===== config.mk =====
export PLATFORM = sky130hd
export DESIGN_NAME = guest_lifecycle_controller_top
export DESIGN_NICKNAME = d
export VERILOG_FILES = /design/src/sv/glc_pkg.sv /design/src/sv/guest_lifecycle_controller_top.sv /design/src/sv/glc_step.sv
export SDC_FILE = /design/constraint.sdc
export NUM_CORES = 1
export LEC_CHECK = 0
export ABC_AREA = 1
export CAP_MARGIN = 20
export CORE_ASPECT_RATIO = 0.6
export CORE_MARGIN = 8
export CORE_UTILIZATION = 35
export CTS_CLUSTER_SIZE = 24
export DETAILED_ROUTE_END_ITERATION = 8
export DONT_BUFFER_PORTS = 1
export PLACE_DENSITY = 0.6
export SYNTH_ARGS = -nofsm -noshare
export SYNTH_HDL_FRONTEND = slang
export SYNTH_SLANG_ARGS = --single-unit

===== constraint.sdc =====
create_clock -name clk_i -period 3 [get_ports clk_i]
set_input_delay 0.45 -clock clk_i [delete_from_list [all_inputs] [get_ports clk_i]]
set_output_delay 0.45 -clock clk_i [all_outputs]
set_load 0.02 [all_outputs]

===== src/sv/glc_pkg.sv =====
// ----------------------------------------------------------------------------
// glc_pkg: shared types and codes of the guest lifecycle controller
// Command, status, phase and hook codes, plus the structs that carry one
// command, the configuration, the lifecycle state and one result.
// ----------------------------------------------------------------------------
package glc_pkg;

  localparam int unsigned FuncW   = 3;
  localparam int unsigned StatusW = 3;
  localparam int unsigned PhaseW  = 2;
  localparam int unsigned HookW   = 6;
  localparam int unsigned WordW   = 32;
  localparam int unsigned CfgIdxW = 2;

  // Command codes.
  localparam logic [FuncW-1:0] FUNC_CREATE  = 3'd0;
  localparam logic [FuncW-1:0] FUNC_BOOT    = 3'd1;
  localparam logic [FuncW-1:0] FUNC_SUSPEND = 3'd2;
  localparam logic [FuncW-1:0] FUNC_RESUME  = 3'd3;
  localparam logic [FuncW-1:0] FUNC_DESTROY = 3'd4;

  // Status codes.
  localparam logic [StatusW-1:0] ST_OK        = 3'd0;
  localparam logic [StatusW-1:0] ST_BAD_OS    = 3'd1;
  localparam logic [StatusW-1:0] ST_DEAD      = 3'd2;
  localparam logic [StatusW-1:0] ST_NOT_READY = 3'd3;
  localparam logic [StatusW-1:0] ST_BAD_ID    = 3'd4;
  localparam logic [StatusW-1:0] ST_BAD_STATE = 3'd5;

  // Lifecycle phases.
  localparam logic [PhaseW-1:0] PH_READY     = 2'd0;
  localparam logic [PhaseW-1:0] PH_RUNNING   = 2'd1;
  localparam logic [PhaseW-1:0] PH_SUSPENDED = 2'd2;
  localparam logic [PhaseW-1:0] PH_DEAD      = 2'd3;

  // Bit positions in the hook masks.
  localparam int unsigned HK_RESET    = 0;
  localparam int unsigned HK_START    = 1;
  localparam int unsigned HK_SUSPEND  = 2;
  localparam int unsigned HK_RESUME   = 3;
  localparam int unsigned HK_TEARDOWN = 4;
  localparam int unsigned HK_QUIESCE  = 5;

  // Configuration register indexes.
  localparam logic [CfgIdxW-1:0] CFG_GUEST_IDENT   = 2'd0;
  localparam logic [CfgIdxW-1:0] CFG_OS_KIND       = 2'd1;
  localparam logic [CfgIdxW-1:0] CFG_HOOKS_PRESENT = 2'd2;

  localparam logic [WordW-1:0] OS_KIND_RESET = 32'd1;

  typedef struct packed {
    logic [FuncW-1:0] func;
    logic             word_present;
    logic [WordW-1:0] word_value;
    logic             reset_ok;
    logic             start_ok;
    logic             suspend_ok;
    logic             resume_ok;
    logic             teardown_ok;
  } cmd_t;

  typedef struct packed {
    logic [WordW-1:0] guest_ident;
    logic [WordW-1:0] os_kind;
    logic [HookW-1:0] hooks_present;
  } cfg_t;

  typedef struct packed {
    logic [PhaseW-1:0] phase;
    logic              has_started;
  } life_t;

  typedef struct packed {
    logic               handled;
    logic [StatusW-1:0] status;
    logic [WordW-1:0]   reply_ident;
    logic [HookW-1:0]   hooks_fired;
    logic [PhaseW-1:0]  life_state;
  } result_t;

endpackage


===== src/sv/guest_lifecycle_controller_top.sv =====
// ----------------------------------------------------------------------------
// guest_lifecycle_controller_top: lifecycle controller for one guest
// Takes create, boot, suspend, resume and destroy requests, applies the
// lifecycle rules and reports status, fired hooks and the resulting phase.
// ----------------------------------------------------------------------------
//
// Channel   Direction  Handshake                  Payload
// -------   ---------  -------------------------  ---------------------------
// in        input      in_valid_i / in_ready_o    func_i, word_*, *_ok_i
// out       output     out_valid_o / out_ready_i  handled_o, status_o, ...
// cfg       input      cfg_valid_i / cfg_ready_o  cfg_index_i, cfg_data_i
//
// Each request waits in the input register and is decided as it moves to
// the result register; one request is taken every cycle while the output
// is drained. The lifecycle state is updated on that same edge, so
// back-to-back requests see the state left by their predecessor.
// A stalled output holds its result; the input register still takes one more
// request behind it. Reset puts the guest in the ready phase, not started.
// Configuration writes are always accepted; an index past the last register
// is ignored.

module guest_lifecycle_controller_top
  import glc_pkg::*;
(
  input  logic               clk_i,
  input  logic               rst_ni,

  input  logic               in_valid_i,
  output logic               in_ready_o,
  input  logic [FuncW-1:0]   func_i,
  input  logic               word_present_i,
  input  logic [WordW-1:0]   word_value_i,
  input  logic               reset_ok_i,
  input  logic               start_ok_i,
  input  logic               suspend_ok_i,
  input  logic               resume_ok_i,
  input  logic               teardown_ok_i,

  output logic               out_valid_o,
  input  logic               out_ready_i,
  output logic               handled_o,
  output logic [StatusW-1:0] status_o,
  output logic [WordW-1:0]   reply_ident_o,
  output logic [HookW-1:0]   hooks_fired_o,
  output logic [PhaseW-1:0]  life_state_o,

  input  logic               cfg_valid_i,
  output logic               cfg_ready_o,
  input  logic [CfgIdxW-1:0] cfg_index_i,
  input  logic [WordW-1:0]   cfg_data_i
);

  // Configuration registers.
  cfg_t    cfg_q;

  // Input stage, lifecycle state and result stage.
  logic    in_valid_q;
  cmd_t    cmd_q;
  life_t   life_q, life_d;
  logic    out_valid_q;
  result_t res_q, res_d;

  logic    advance;
  logic    in_accept;

  // The staged request moves forward whenever the result register is free
  // or is being emptied in this cycle.
  assign advance     = in_valid_q && (!out_valid_q || out_ready_i);
  assign in_ready_o  = !in_valid_q || advance;
  assign in_accept   = in_valid_i && in_ready_o;
  assign cfg_ready_o = 1'b1;

  always_ff @(posedge clk_i or negedge rst_ni) begin
    if (!rst_ni) begin
      cfg_q.guest_ident   <= '0;
      cfg_q.os_kind       <= OS_KIND_RESET;
      cfg_q.hooks_present <= '0;
    end else if (cfg_valid_i) begin
      unique case (cfg_index_i)
        CFG_GUEST_IDENT:   cfg_q.guest_ident   <= cfg_data_i;
        CFG_OS_KIND:       cfg_q.os_kind       <= cfg_data_i;
        CFG_HOOKS_PRESENT: cfg_q.hooks_present <= cfg_data_i[HookW-1:0];
        default: ;
      endcase
    end
  end

  // Input register.
  always_ff @(posedge clk_i or negedge rst_ni) begin
    if (!rst_ni) begin
      in_valid_q <= 1'b0;
    end else if (in_accept) begin
      in_valid_q <= 1'b1;
    end else if (advance) begin
      in_valid_q <= 1'b0;
    end
  end

  always_ff @(posedge clk_i) begin
    if (in_accept) begin
      cmd_q.func         <= func_i;
      cmd_q.word_present <= word_present_i;
      cmd_q.word_value   <= word_value_i;
      cmd_q.reset_ok     <= reset_ok_i;
      cmd_q.start_ok     <= start_ok_i;
      cmd_q.suspend_ok   <= suspend_ok_i;
      cmd_q.resume_ok    <= resume_ok_i;
      cmd_q.teardown_ok  <= teardown_ok_i;
    end
  end

  glc_step u_step (
    .cmd_i  (cmd_q),
    .cfg_i  (cfg_q),
    .life_i (life_q),
    .res_o  (res_d),
    .life_o (life_d)
  );

  // Lifecycle state and result register move together.
  always_ff @(posedge clk_i or negedge rst_ni) begin
    if (!rst_ni) begin
      life_q.phase       <= PH_READY;
      life_q.has_started <= 1'b0;
      out_valid_q        <= 1'b0;
    end else begin
      if (advance) begin
        life_q      <= life_d;
        out_valid_q <= 1'b1;
      end else if (out_ready_i) begin
        out_valid_q <= 1'b0;
      end
    end
  end

  always_ff @(posedge clk_i) begin
    if (advance) begin
      res_q <= res_d;
    end
  end

  assign out_valid_o   = out_valid_q;
  assign handled_o     = res_q.handled;
  assign status_o      = res_q.status;
  assign reply_ident_o = res_q.reply_ident;
  assign hooks_fired_o = res_q.hooks_fired;
  assign life_state_o  = res_q.life_state;

  // The lifecycle state only moves when a request is decided.
  a_state_hold: assert property (@(posedge clk_i) disable iff (!rst_ni)
    !advance |=> $stable(life_q))
    else $error("lifecycle state changed without a decided request");

  // The reported phase is the state left behind by that request.
  a_phase_reported: assert property (@(posedge clk_i) disable iff (!rst_ni)
    advance |=> (out_valid_q && (res_q.life_state == life_q.phase)))
    else $error("reported phase differs from the stored phase");

  // Unknown commands fire nothing and leave the state alone.
  a_unknown_quiet: assert property (@(posedge clk_i) disable iff (!rst_ni)
    (advance && (cmd_q.func != FUNC_CREATE) && (cmd_q.func != FUNC_BOOT) &&
     (cmd_q.func != FUNC_SUSPEND) && (cmd_q.func != FUNC_RESUME) &&
     (cmd_q.func != FUNC_DESTROY))
    |=> (!res_q.handled && (res_q.hooks_fired == '0) && $stable(life_q)))
    else $error("unknown command had an effect");

  // Leaving the dead phase always goes through a fired reset hook.
  a_revive_by_reset: assert property (@(posedge clk_i) disable iff (!rst_ni)
    (advance && (life_q.phase == PH_DEAD) && (life_d.phase != PH_DEAD))
    |-> res_d.hooks_fired[HK_RESET])
    else $error("dead guest revived without the reset hook");

endmodule


===== src/sv/glc_step.sv =====
// ----------------------------------------------------------------------------
// glc_step: decision logic for one lifecycle command
// Checks identity, os type and phase rules, picks the hooks to fire and
// forms the result and the next lifecycle state.
// ----------------------------------------------------------------------------
module glc_step
  import glc_pkg::*;
(
  input  cmd_t    cmd_i,
  input  cfg_t    cfg_i,
  input  life_t   life_i,
  output result_t res_o,
  output life_t   life_o
);

  logic              id_ok;
  logic [WordW-1:0]  want_os;
  logic              suspended_ok;
  logic [HookW-1:0]  hp;
  life_t             nxt;

  assign hp      = cfg_i.hooks_present;
  assign id_ok   = cmd_i.word_present && (cmd_i.word_value == cfg_i.guest_ident);
  assign want_os = cmd_i.word_present ? cmd_i.word_value : '0;

  always_comb begin
    nxt               = life_i;
    suspended_ok      = 1'b1;
    res_o.handled     = 1'b1;
    res_o.status      = ST_OK;
    res_o.reply_ident = '0;
    res_o.hooks_fired = '0;

    unique case (cmd_i.func) inside
      FUNC_CREATE: begin
        if ((want_os != '0) && (want_os != cfg_i.os_kind)) begin
          res_o.status = ST_BAD_OS;
        end else if (life_i.phase == PH_DEAD) begin
          if (!hp[HK_RESET]) begin
            res_o.status = ST_DEAD;
          end else begin
            res_o.hooks_fired[HK_RESET] = 1'b1;
            if (!cmd_i.reset_ok) begin
              res_o.status = ST_NOT_READY;
            end else begin
              nxt.has_started   = 1'b0;
              nxt.phase         = PH_READY;
              res_o.reply_ident = cfg_i.guest_ident;
            end
          end
        end else begin
          res_o.reply_ident = cfg_i.guest_ident;
        end
      end
      FUNC_BOOT: begin
        if (!id_ok) begin
          res_o.status = ST_BAD_ID;
        end else if (life_i.phase == PH_DEAD) begin
          res_o.status = ST_DEAD;
        end else if (life_i.phase == PH_SUSPENDED) begin
          res_o.status = ST_BAD_STATE;
        end else if (life_i.has_started) begin
          nxt.phase = PH_RUNNING;
        end else if (!hp[HK_START]) begin
          res_o.status = ST_NOT_READY;
        end else begin
          res_o.hooks_fired[HK_START] = 1'b1;
          if (!cmd_i.start_ok) begin
            res_o.status = ST_NOT_READY;
          end else begin
            nxt.has_started = 1'b1;
            nxt.phase       = PH_RUNNING;
          end
        end
      end
      FUNC_SUSPEND, FUNC_RESUME: begin
        if (!id_ok) begin
          res_o.status = ST_BAD_ID;
        end else if (life_i.phase == PH_DEAD) begin
          res_o.status = ST_DEAD;
        end else if (!life_i.has_started || (life_i.phase == PH_READY)) begin
          res_o.status = ST_BAD_STATE;
        end else if (cmd_i.func == FUNC_SUSPEND) begin
          // Suspending an already suspended guest is a quiet success.
          if (life_i.phase != PH_SUSPENDED) begin
            if (!hp[HK_SUSPEND]) begin
              res_o.status = ST_NOT_READY;
            end else begin
              res_o.hooks_fired[HK_SUSPEND] = 1'b1;
              if (!cmd_i.suspend_ok) begin
                res_o.status = ST_NOT_READY;
              end else begin
                res_o.hooks_fired[HK_QUIESCE] = hp[HK_QUIESCE];
                nxt.phase = PH_SUSPENDED;
              end
            end
          end
        end else if (life_i.phase != PH_SUSPENDED) begin
          nxt.phase = PH_RUNNING;
        end else if (!hp[HK_RESUME]) begin
          res_o.status = ST_NOT_READY;
        end else begin
          res_o.hooks_fired[HK_RESUME] = 1'b1;
          if (!cmd_i.resume_ok) begin
            res_o.status = ST_NOT_READY;
          end else begin
            nxt.phase = PH_RUNNING;
          end
        end
      end
      FUNC_DESTROY: begin
        if (!id_ok) begin
          res_o.status = ST_BAD_ID;
        end else if (life_i.phase != PH_DEAD) begin
          // A live guest is suspended first, then torn down.
          if (life_i.phase != PH_SUSPENDED) begin
            if (!hp[HK_SUSPEND]) begin
              res_o.status = ST_NOT_READY;
              suspended_ok = 1'b0;
            end else begin
              res_o.hooks_fired[HK_SUSPEND] = 1'b1;
              if (!cmd_i.suspend_ok) begin
                res_o.status = ST_NOT_READY;
                suspended_ok = 1'b0;
              end else begin
                res_o.hooks_fired[HK_QUIESCE] = hp[HK_QUIESCE];
                nxt.phase = PH_SUSPENDED;
              end
            end
          end
          if (suspended_ok) begin
            res_o.hooks_fired[HK_TEARDOWN] = hp[HK_TEARDOWN];
            if (hp[HK_TEARDOWN] && !cmd_i.teardown_ok) begin
              res_o.status = ST_NOT_READY;
            end else begin
              nxt.has_started = 1'b0;
              nxt.phase       = PH_DEAD;
            end
          end
        end
      end
      default: begin
        res_o.handled = 1'b0;
      end
    endcase

    res_o.life_state = nxt.phase;
  end

  assign life_o = nxt;

endmodule


-- Word-level counts from Yosys, hierarchy flattened
Index checks and enable logic that the tools add are counted.
- input port bits: 80
- register bits: 160
- reductions and logical operators: 30
- muxes and demuxes: 90
- equality and inequality tests: 23
- bitwise operators: 5
- operators by type and width (operator ; number):
    32-bit two-way mux ; 4
    3-bit two-way mux ; 33
    2-bit two-way mux ; 17
    32-bit equality test ; 1
    32-bit != test ; 1
    32-bit nonzero test ; 1
    1-bit two-way mux ; 31
    2-bit != test (second input constant) ; 11
    13-bit AND reduction ; 1
    3-bit one-hot mux with 4 select lines ; 1
    5-bit OR reduction ; 2
    2-bit one-hot mux with 4 select lines ; 1
    2-bit equality test (second input constant) ; 3
    3-bit by 2-bit equality test with 1-bit output (second input constant) ; 2
    2-bit AND reduction ; 3
    6-bit OR reduction ; 1
    1-bit logical AND ; 5
    1-bit inverter ; 5
    1-bit logical NOT ; 4
    2-bit logical NOT ; 2
    2-bit by 1-bit != test with 1-bit output (second input constant) ; 2
    1-bit one-hot mux with 2 select lines ; 2
    4-bit AND reduction ; 1
    2-bit nonzero test ; 2
    other kinds (9) ; 12

-- Depth between registers and ports, before layout
Gate-level depths: netlist of run 1.
- depth in word-level cells: 10
- gate-level depth with buffers: 16

-- By module
A second synthesis of run 1 with hierarchy kept.
- cells, all modules: 1026
- area total of the unflattened synthesis: 8460.6 sq um
- by module, submodules not included (module ; instances ; cells an instance ; area each (sq um)):
    guest_lifecycle_controller_top ; 1 ; 421 ; 5657.9
    glc_step ; 1 ; 605 ; 2802.7

-- Worst setup path before layout of run 1
OpenSTA, ideal clock, no wires.
- path kind: reg-to-reg
- start: register out_valid_q (netlist: out_valid_o)
- end: register life_q[0] in the netlist's numbering
- path buffers: 0
- setup slack: 651 ps
- period minus slack after synthesis: 2349 ps
- arrival time: 2271 ps
- cell stages (with the launch flop): 10
- required time: 2923 ps
- library setup time: 77 ps
- path through: dfrtp_1 > nand2_1 > nand2_1 > inv_1 > nand3_1 > a211oi_1 > nand3_1 > nor2_1 > nor2_1 > a21oi_1
- cells in the longest elaborated chain, start to end: 4
- ends and longest elaborated chain (item ; line ; source):
    from (decl) ; guest_lifecycle_controller_top.sv:60 ; logic out_valid_q;
    from (signal assigned) ; guest_lifecycle_controller_top.sv:125 ; out_valid_q <= 1'b0;
    from (signal assigned) ; guest_lifecycle_controller_top.sv:129 ; out_valid_q <= 1'b1;
    from (signal assigned) ; guest_lifecycle_controller_top.sv:131 ; out_valid_q <= 1'b0;
    1-bit logical NOT ; guest_lifecycle_controller_top.sv:68 ; assign advance = in_valid_q && (!out_valid_q || out_ready_i);
    1-bit logical OR ; guest_lifecycle_controller_top.sv:68 ;
    1-bit logical AND ; guest_lifecycle_controller_top.sv:68 ;
    net advance ; guest_lifecycle_controller_top.sv:63 ; logic advance;
    13-bit AND reduction (no line) ; -- ;
    to (signal assigned) ; guest_lifecycle_controller_top.sv:128 ; life_q <= life_d;
    to (decl) ; guest_lifecycle_controller_top.sv:59 ; life_t life_q, life_d;
The timed path passes the listed nets, and every way through them passes these cells.
A chain may end at the register's enable or synchronous reset.

-- Final worst setup path of run 1
- start: register cmd_q[37] in the netlist's numbering
- end: register res_q (netlist bit reply_ident_o[5]), data pin
- cells in the longest elaborated chain, start to end: 4
- elaborated cells on any way between the ends: 5
- those cells by class: eq/ne: 1; mux: 1; reduce/logical: 3
- ends and longest elaborated chain (item ; line ; source):
    from (decl) ; guest_lifecycle_controller_top.sv:58 ; cmd_t cmd_q;
    32-bit two-way mux (*) ; glc_step.sv:24 ; assign want_os = cmd_i.word_present ? cmd_i.word_value : '0;
    32-bit != test or 32-bit nonzero test (tied branches) ; glc_step.sv:36 ; if ((want_os != '0) && (want_os != cfg_i.os_kind)) begin
    1-bit logical AND (*) ; glc_step.sv:36 ;
    2-bit OR reduction (no line) (*) ; -- ;
    to (signal assigned) ; guest_lifecycle_controller_top.sv:138 ; res_q <= res_d;
    to (decl) ; guest_lifecycle_controller_top.sv:61 ; result_t res_q, res_d;
Mark *: on every way between the ends. The rest lies on a longest branch, timed or not.

==> run metrics, run 1 <==
Period Utilization, post-route approximately 83%; CP Class flip-flop to flip-flop; Area Growth Syn to Fin 12.8%; Seq/Total Area, Yosys between 50% and 60%; half-perimeter wire length after placement 18,600 um; Antenna Nets Post-Route 0; Post-CTS Resized 0; critical-path cell list buf_12 -> nand2_1 -> nand4_1 -> nor2_1 -> nand4_1 -> a21oi_4 -> inv_4 -> nor3_1; setup TNS after final layout 0 ps; Synth cell types 33; first-pass GRT wire length 36,900 um; Clk pin slew, worst setup/hold paths about 70 ps; main combinational cell family by area after synthesis simple AND/OR/NAND/NOR gates; slew margin rel. between 50% and 60%; drt first pass iters 6; Peak Freq 400 MHz; DR DRC count 0; maximum number of pins on one net before global-route repair 76; GR Util All Layers 18.0%; post-synthesis mux area share 0%; WL/cell about 20 um; Cell Pwr Density between 600 and 700 nW/um^2; RSZ-0062 raised after global routing false; initial antenna violation count 1; share of the synthesized area in the top cell type approximately 33%; Die H 132 um; Syn Area/Cell 8.69 um^2; Critical Path Start Type flip-flop; Core ar. about 22,000 um^2; Synth Net Count about 980; Req. time, crit path roughly 3300 ps; post-synthesis compound-gate area fraction around 6.6%; PortBufs 0; # clock sinks 160; routability cong. around 0.97; Synth Area in Simple Gates 26.3%; vias in the first global route 5,633; ys async rst share between 40% and 50%; Post-Synth Adder-Cell Area 0%; Yosys warnings 0; Final Non-Filler Cells between 1,000 and 1,500; nets 983; Clock Tree Root clkbuf_16; crit path to reply_ident_o[5]; worst-margin pin slew 680 ps; CP max stage delay around 420 ps; outcome completed; Syn Std Cell Area slightly below 8000 um^2; Die Wd between 200 and 250 um; Static Leak 4.04 nW; Max Cap Viol 0; most frequent cell on the critical path nand4_1; arrival time worst endpoint 2760 ps; R2R Path End reply_ident_o[5]; row count 42; clk_skew ~10 ps; Worst R2R Setup Slack 500 ps; placed cell count 1,166; Stages on worst setup path 8; crit end category flip-flop; Yosys reg bits 160; Setup-failing EPs final 0; total global routing overflow 0; Final Hold Viols 0; Max FO, Critical Path 45; post-synth top area cell edfxtp_1; Initial Util 35.6%; I/O pin total roughly 130; worst min-delay path class primary input to flip-flop; post-layout min period roughly 2500 ps; Post-Syn Instances between 800 and 900; H-tree levels 4; CP top delay family simple AND/OR/NAND/NOR gates; Slew Limit Fails 0; CTS buffer count 17; worst path bufs/invs 2; final wirelength ~24,000 um; clk_lat worst skew roughly 440 ps; Post-synth top flop edfxtp_1; Vias 6,017; Initial DRC Count about 640; CTS max path bufs 2; CTS tree built; Worst IR Drop VDD roughly 440 uV; fraction of layout instances using a drive strength above 1 under 10%; DIE AREA between 20,000 and 30,000 um^2; number of synthesized flops with an enable pin between 80 and 90; post-synthesis xor/xnor area fraction around 2.5%; Worst Setup SP cmd_q[37]; CP max stage cell a21oi_4; Reg2Reg Depth 8; largest cells by area after synthesis edfxtp_1 33%, dfrtp_1 24%, nand2_1 14%, inv_1 6.0%, o21ai_0 5.1%; Crit Reg-Reg Startpoint cmd_q[37]; DR vias/cell ~5
[cell type report]
type / instances / area [um^2]
tap: 286 / 358
clock inverter: 15 / 206
multi-input combinational: 590 / 2780
antenna: 1 / 2.50
clock buffer: 17 / 425
fill: 2216 / 13200
sequential: 160 / 4430
inverter: 125 / 472
timing repair buffer: 9 / 140
[cell usage in the layout (no fill, tap or decap), drive strengths merged]
master / synthesis / final
nor4: 1 / 1
bufinv: 0 / 4
nand2: 295 / 295
and3: 3 / 3
xnor2: 6 / 6
dfrtp: 74 / 74
inv: 125 / 130
dfstp: 1 / 1
diode: 0 / 1
o21bai: 1 / 1
clkinvlp: 0 / 3
a211oi: 1 / 1
a21oi: 11 / 11
nor2: 75 / 75
nand3: 42 / 42
xor2: 16 / 16
nand4: 15 / 15
buf: 8 / 8
conb: 1 / 1
o211ai: 1 / 1
o2111ai: 1 / 1
or2: 8 / 8
o21a: 1 / 1
a22oi: 1 / 1
o21ai: 79 / 79
a21boi: 1 / 1
clkbuf: 16 / 17
dlygate4sd3: 0 / 1
clkinv: 0 / 3
edfxtp: 85 / 85
nand3b: 4 / 4
nor3: 27 / 27
[Yosys cell counts, types with 10 or more instances]
cell type  number
a21oi_1        10
nand2_1       287
clkbuf_1       16
nor3_2         20
dfrtp_1        74
nand4_1        15
nor2_1         74
nand3_1        42
o21ai_0        79
xor2_1         16
edfxtp_1       85
inv_1         124
[worst min path at each step]
stage / start / endpoint / slack (ps) / depth (start not counted)
6_report: word_value_i[26] / cmd_q[31] / 100 / 0
5_1_grt: word_value_i[26] / cmd_q[31] / 70 / 0
4_1_cts: word_value_i[26] / cmd_q[31] / 80 / 0
3_5_place_dp: rst_ni / cfg_q[49] / 160 / 0
3_3_place_gp: rst_ni / cfg_q[49] / 160 / 0
2_1_floorplan: rst_ni / cfg_q[0] / 150 / 0
[power breakdown]
| part | switching, mW | total [mW] | internal, mW |
|---|---|---|---|
| combinational | 0.548 | 0.809 | 0.261 |
| clock | 0.971 | 2.38 | 1.40 |
| sequential | 0.342 | 2.96 | 2.62 |
[cells by family after synthesis]
family	count (synthesis)
other cells	1
buf+inv	149
compound gates	97
flops	160
simple gates	470
xor+xnor	22
[flip-flops by register name, indices dropped and copies added, names as in the netlist]
signal,count
cfg_q,70
cmd_q,41
handled_o,1
hooks_fired_o,6
in_valid_q,1
life_q,3
life_state_o,2
out_valid_o,1
reply_ident_o,32
status_o,3
[metrics by stage]
step	hold slack (ps)	utilization (%)	cell area [um^2]	total power, mW	setup slack, ps
finish	95.9	40.1	8810	6.15	502
global route	74.0	40.1	8810	6.42	255
floorplan	154	-	7820	3.46	651
global placement	162	36.9	8100	3.76	569
detailed placement	162	36.9	8100	3.77	587
CTS	79.1	39.9	8770	6.17	572
[routing by layer]
metal,up-vias,global-route usage (%),share of wire [%]
met5,-,0,0
met4,0,4.60,1.3
met3,23,5.98,10
met2,285,21.5,35
met1,2824,29.2,54
li1,2885,-,-
[timing repair]
action,CTS,global route
hold endpoints to repair,75,0
setup buffers,0,0
hold buffers,2,0
(Power assumes the default switching activity.)
==> run 2: changes to the inputs <==
Clock period 3 ns to 2.3 ns, I/O delays scaled along.
==> run 2 against run 1 <==
Effect of this change:
- the flow now finishes with violations (setup timing)
- final cell count is 8.4% higher
- sequential power rose by 30%
- die area unchanged
- clock-buffer cell count rose by 3
- combinational power up 66%
- fmax grew 7.3%
- sequential cell count stayed put
- clock skew grew 4.2 ps
- largest cell class unchanged
==> run metrics, run 2 (synthesis gave the netlist of run 1 again) <==
outcome complete, but fails checks (was completed); failing checks setup timing; hold_sp in_valid_i (was word_value_i[26]); first-pass GRT wire length 38,200 um (was 36,900 um); routability cong. 0.933 (was 0.970); drt first pass iters 6 (unchanged); worst path bufs/invs 5 (was 2); Slew Limit Fails 0 (unchanged); sequential power share 47.0% (was 48.2%); DR vias/cell 4.99 (was 5.00); H-tree levels 4 (unchanged); Vias 6,506 (was 6,017); Cell Pwr Density 822 nW/um^2 (was 698 nW/um^2); CP Class flip-flop to flip-flop (unchanged); Initial Util 35.6% (unchanged); switching fraction of total power 30.1% (was 30.3%); worst min-delay path class primary input to flip-flop (unchanged); Period Utilization, post-route 101% (was 83.3%); setup TNS after final layout -59.0 ps (was 0 ps); PortBufs 0 (unchanged); CTS buffer count 17 (unchanged); Pwr Total 8.17 mW (was 6.15 mW); Clock Tree Root clkbuf_16 (unchanged); total global routing overflow 0 (unchanged); final core utilization 45.2% (was 40.1%); I/O pin total 127 (unchanged); # clock sinks 160 (unchanged); most frequent cells in the layout 270 x nand2_1, 122 x inv_1, 85 x edfxtp_1 (was 285 x nand2_1, 122 x inv_1, 85 x edfxtp_1); CP max stage cell edfxtp_1 (was a21oi_4); logic gate share of total power 16.4% (was 13.2%); arrival time worst endpoint 2620 ps (was 2760 ps); Core ar. 22,000 um^2 (unchanged); worst-margin pin slew 653 ps (was 680 ps); Crit Reg-Reg Startpoint cmd_q[37] (unchanged); CP top delay family simple AND/OR/NAND/NOR gates (unchanged); Internal Power 5.70 mW (was 4.29 mW); Inserted Diodes 0 (was 1); post-route setup slack -29.3 ps (was 502 ps); Initial DRC Count 868 (was 636); clk_skew 14.6 ps (was 10.4 ps); largest reg by FF count cfg_q (unchanged); Max FO, Critical Path 6 (was 45); CTS max path bufs 2 (unchanged); Die H 132 um (unchanged); Max Cap Viol 0 (unchanged); Worst Setup SP cmd_q[37] (unchanged); CTS tree built (unchanged); RSZ-0062 raised after global routing true (was false); Static Leak 4.59 nW (was 4.04 nW); WL/cell 20.1 um (about the same); NetSw 2.46 mW (was 1.86 mW); Req. time, crit path 2590 ps (was 3260 ps); fraction of layout instances using a drive strength above 1 17.5% (was 9.17%); critical-path cell list buf_6 -> buf_6 -> buf_12 -> nand2_4 -> nand4_1 -> nor2_1 -> nand4_1 -> a21oi_4 -> buf_12 -> clkbuf_16 -> nand2_4 -> nor2_4 (was buf_12 -> nand2_1 -> nand4_1 -> nor2_1 -> nand4_1 -> a21oi_4 -> inv_4 -> nor3_1); Worst IR Drop VDD 535 uV (was 437 uV); slew margin rel. 56.5% (was 54.3%); row count 42 (unchanged); maximum number of pins on one net before global-route repair 76 (unchanged); crit end category flip-flop (unchanged); commonest non-fill, non-tap cell in the layout nand2_1 (unchanged); GR Util All Layers 18.5% (was 18.0%); Critical Path Start Type flip-flop (unchanged); max FFs per register 70 (unchanged); Clk pin slew, worst setup/hold paths 60 ps (was 70 ps); final wirelength 26,300 um (was 24,200 um); Setup-failing EPs final 5 (was 0); CP max stage delay 380 ps (was 420 ps); Peak Freq 429 MHz (was 400 MHz); vias in the first global route 6,026 (was 5,633); Die Wd 209 um (unchanged); Area Growth Syn to Fin 27.1% (was 12.8%); nets 1,085 (was 983); clock power share 36.6% (was 38.6%); setup slack at placement -43.2 ps (was 587 ps); post-layout min period 2330 ps (was 2500 ps); DIE AREA 27,500 um^2 (unchanged); clk_lat worst skew 440 ps (about the same); Fin Hold WS 61.4 ps (was 95.9 ps); DR DRC count 0 (unchanged); Final Hold Viols 0 (unchanged); initial antenna violation count 0 (was 1); Antenna Nets Post-Route 0 (unchanged); half-perimeter wire length after placement 19,500 um (was 18,600 um)
run 2: cell types whose count changed in the layout (fill, tap and decap cells not counted), sizes merged:
cell / before / now
inv: 130 / 126
diode: 1 / 0
clkinv: 3 / 6
buf: 8 / 65
bufinv: 4 / 3
dlygate4sd3: 1 / 42
clkinvlp: 3 / 2
clkbuf: 17 / 24
run 2: worst reg2reg max path: cells and delay by family, from the launching register on:
| kind | cells | cell delay, ps |
|---|---|---|
| buffers and inverters | 5 | 740 |
| and+or+nand+nor | 6 | 830 |
| AOI/OAI and AO/OA | 1 | 250 |
| DFF | 1 | 380 |
run 2: cell type report:
cell class,instances,area [um^2]
Multi-Input combinational cell,590,2930
Clock inverter,12,155
Clock buffer,20,458
Sequential cell,160,4430
Tap cell,286,358
Timing Repair Buffer,111,1120
Inverter,125,480
Fill cell,2148,12000
run 2: per-layer routing:
layer / routed length (um) / share of wire, % / up-vias / global-route usage [%]
li1: - / - / 3096 / -
met1: 13400 / 51 / 3058 / 29.8
met2: 9560 / 36 / 335 / 22.7
met3: 3110 / 12 / 17 / 5.89
met4: 233 / 0.89 / 0 / 4.21
met5: 0 / 0 / - / 0
run 2: stage by stage:
step	std cells	cell area, um^2
after floorplan	899	7820
after global placement	1216	8510
after detailed placement	1216	8510
after CTS	1291	9590
after global routing	1304	9930
final	1304	9930
run 2: final timing paths:
kind	to	slack (ps)	cells past startpoint
max in group asynchronous	cfg_q[6]	1430	2
min in group asynchronous	cfg_q[53]	520	2
hold reg to reg	cfg_q[5]	480	2
setup / recovery	reply_ident_o[24]	-30	12
setup reg to reg	reply_ident_o[24]	-30	12
hold / removal	in_valid_q	60	2
run 2: what timing repair did:
item                                    CTS  global route
hold buffers                             43             0
pin swaps                                 1            10
cloned                                    0             7
endpoints found under the hold margin   116             0
resized for setup                         8            42
endpoints found under the setup margin    5            41
buffers inserted                          0             6
run 2: power groups by stage:
stage | logic [mW] | registers, mW | clock network, mW
finish | 1.34 | 3.84 | 2.99
global route | 1.49 | 3.88 | 3.17
CTS | 1.25 | 3.83 | 3.03
detailed placement | 1.15 | 3.88 | 0
global placement | 1.13 | 3.88 | 0
floorplan | 0.751 | 3.76 | 0
==> run 3: changes to the inputs <==
Settings changed: CORE_UTILIZATION 35 to 55, PLACE_DENSITY 0.6 to 0.84.
Clock period 2.3 ns to 1.96 ns, I/O delays scaled along.
==> run 3 against run 2 <==
Effect of this change:
- the run ends with hold timing, setup timing left
- routed wire length decreased by 3.1%
- combinational power increased by 31%
- cell area increased by 2.4%
- via count increased by 7.2%
- critical endpoint is now reply_ident_o[4]
- highest routed layer unchanged
==> run metrics, run 3 (synthesis gave the netlist of run 1 again) <==
CTS tree built (unchanged); Setup-failing EPs final 44 (was 5); slew margin rel. 59.6% (was 56.5%); Req. time, crit path 2250 ps (was 2590 ps); Peak Freq 426 MHz (was 429 MHz); Period Utilization, post-route 120% (was 101%); Worst IR Drop VDD 597 uV (was 535 uV); logic gate share of total power 18.5% (was 16.4%); Vias 6,977 (was 6,506); switching fraction of total power 30.8% (was 30.1%); DR DRC count 0 (unchanged); Initial Util 56.8% (was 35.6%); post-route setup slack -388 ps (was -29.3 ps); maximum number of pins on one net before global-route repair 76 (unchanged); most frequent cells in the layout 269 x nand2_1, 120 x inv_1, 92 x buf_4 (was 270 x nand2_1, 122 x inv_1, 85 x edfxtp_1); Worst Setup SP cmd_q[37] (unchanged); DR vias/cell 5.58 (was 4.99); setup slack at placement -325 ps (was -43.2 ps); CTS max path bufs 2 (unchanged); Crit Reg-Reg Startpoint cmd_q[37] (unchanged); failing checks hold timing, setup timing (was setup timing); Reg2Reg Depth 13 (was 12); fraction of layout instances using a drive strength above 1 21.8% (was 17.5%); placed cell area 8660 um^2 (was 8510 um^2); CP max stage delay 430 ps (was 380 ps); commonest non-fill, non-tap cell in the layout nand2_1 (unchanged); Core ar. 13,700 um^2 (was 22,000 um^2); PortBufs 0 (unchanged); row count 33 (was 42); post-layout min period 2350 ps (was 2330 ps); final core utilization 74.0% (was 45.2%); clk_lat worst skew 430 ps (was 440 ps); GR Util All Layers 26.2% (was 18.5%); worst min-delay path class primary input to async pin (was primary input to flip-flop); Antenna Nets Post-Route 0 (unchanged); placed cell count 1,157 (was 1,216); Max Cap Viol 0 (unchanged); R2R Path End reply_ident_o[4] (was reply_ident_o[24]); CP max stage cell edfxtp_1 (unchanged); Slew Limit Fails 0 (unchanged); routability cong. 1.00 (was 0.933); Die H 108 um (was 132 um); initial antenna violation count 0 (unchanged); Max FO, Critical Path 8 (was 6); Fin Hold WS -444 ps (was 61.4 ps); I/O pin total 127 (unchanged); Area Growth Syn to Fin 30.1% (was 27.1%); # clock sinks 160 (unchanged); Clk pin slew, worst setup/hold paths 60 ps (about the same); nets 1,126 (was 1,085); Inserted Diodes 0 (unchanged); outcome complete, but fails checks (unchanged); clock power share 34.2% (was 36.6%); WL/cell 20.3 um (was 20.1 um); total global routing overflow 0 (unchanged); H-tree levels 4 (unchanged); Final Cell Area 10,200 um^2 (was 9930 um^2); Worst R2R Setup Slack -390 ps (was -30 ps); largest reg by FF count cfg_q (unchanged); final wirelength 25,400 um (was 26,300 um); clk_skew 6.62 ps (was 14.6 ps); NetSw 2.93 mW (was 2.46 mW); Initial DRC Count 918 (was 868); first-pass GRT wire length 36,200 um (was 38,200 um); half-perimeter wire length after placement 17,700 um (was 19,500 um); drt first pass iters 5 (was 6); vias in the first global route 6,347 (was 6,026); Internal Power 6.57 mW (was 5.70 mW); RSZ-0062 raised after global routing true (unchanged); Final Non-Filler Cells 1,251 (was 1,304); CTS buffer count 17 (unchanged); worst-margin pin slew 606 ps (was 653 ps); Clock Tree Root clkbuf_16 (unchanged); Final Hold Viols 75 (was 0); Die Wd 170 um (was 209 um); Hold-fix buffers, CTS 41 (was 43); DIE AREA 18,400 um^2 (was 27,500 um^2); max FFs per register 70 (unchanged); crit end category flip-flop (unchanged); crit path to reply_ident_o[4] (was reply_ident_o[24]); sequential power share 47.3% (was 47.0%); critical-path cell list buf_6 -> buf_12 -> nand2_1 -> buf_4 -> nand4_1 -> nor2_2 -> nand4_1 -> buf_4 -> a21oi_4 -> buf_12 -> buf_8 -> nand2_2 -> nor2_2 (was buf_6 -> buf_6 -> buf_12 -> nand2_4 -> nand4_1 -> nor2_1 -> nand4_1 -> a21oi_4 -> buf_12 -> clkbuf_16 -> nand2_4 -> nor2_4); Critical Path Start Type flip-flop (unchanged); arrival time worst endpoint 2640 ps (was 2620 ps); Cell Pwr Density 934 nW/um^2 (was 822 nW/um^2); CP Class flip-flop to flip-flop (unchanged); Static Leak 4.75 nW (was 4.59 nW)
## run 3: cell count changes in the layout (fill, tap and decap cells not counted), sizes merged
cell / previous run / this run
buf: 65 / 107
bufinv: 3 / 0
clkbuf: 24 / 25
clkinv: 6 / 7
clkinvlp: 2 / 5
dlygate4sd3: 42 / 41
inv: 126 / 124
## run 3: worst min-delay path by stage
stage | startpoint | to | slack (ps)
2_1_floorplan | rst_ni | cfg_q[0] | -2
5_1_grt | rst_ni | life_q[0] | -460
3_3_place_gp | rst_ni | life_q[1] | 0.7
3_5_place_dp | rst_ni | life_q[1] | 0.9
6_report | rst_ni | life_q[0] | -440
4_1_cts | rst_ni | life_q[0] | -460
## run 3: power groups by stage
stage                     clock (mW)  sequential [mW]  combinational [mW]
after floorplan                    0             4.41               0.883
after global placement             0             4.52                1.44
after detailed placement           0             4.53                1.48
after CTS                       3.26             4.47                1.57
after global routing            3.39             4.53                1.91
final                           3.25             4.50                1.76
## run 3: through the flow
stage	power (mW)	setup TNS, ps
5_1_grt	9.83	-16660
6_report	9.50	-13810
2_1_floorplan	5.29	-23.7
3_3_place_gp	5.96	-6100
3_5_place_dp	6.00	-7340
4_1_cts	9.30	-5260
## run 3: per-layer routing
metal,global-route usage (%),part of all wire (%)
met2,33.7,40
met3,11.2,16
met4,5.23,1.0
met5,0,0
met1,39.7,43
## run 3: final cells by class
class / count / area [um^2]
sequential: 160 / 4430
fill: 930 / 3580
multi-input combinational: 590 / 3000
timing repair buffer: 151 / 1410
clock buffer: 22 / 507
inverter: 125 / 489
tap: 192 / 240
clock inverter: 10 / 76.3
timing repair inverter: 1 / 11.3
## run 3: repair_timing
action                     in CTS  in global routing
setup endpoints to repair      44                 46
resized for setup              26                 51
hold endpoints to repair      116                 75
pin swaps                       3                 27
cloned                          0                  6
setup buffers                   0                 15
## run 3: critical path: cells and delay by family, from the launching register on
| kind | cells | cell delay (ps) |
|---|---|---|
| compound gates | 1 | 150 |
| buf+inv | 6 | 880 |
| flops | 1 | 430 |
| simple gates | 6 | 750 |
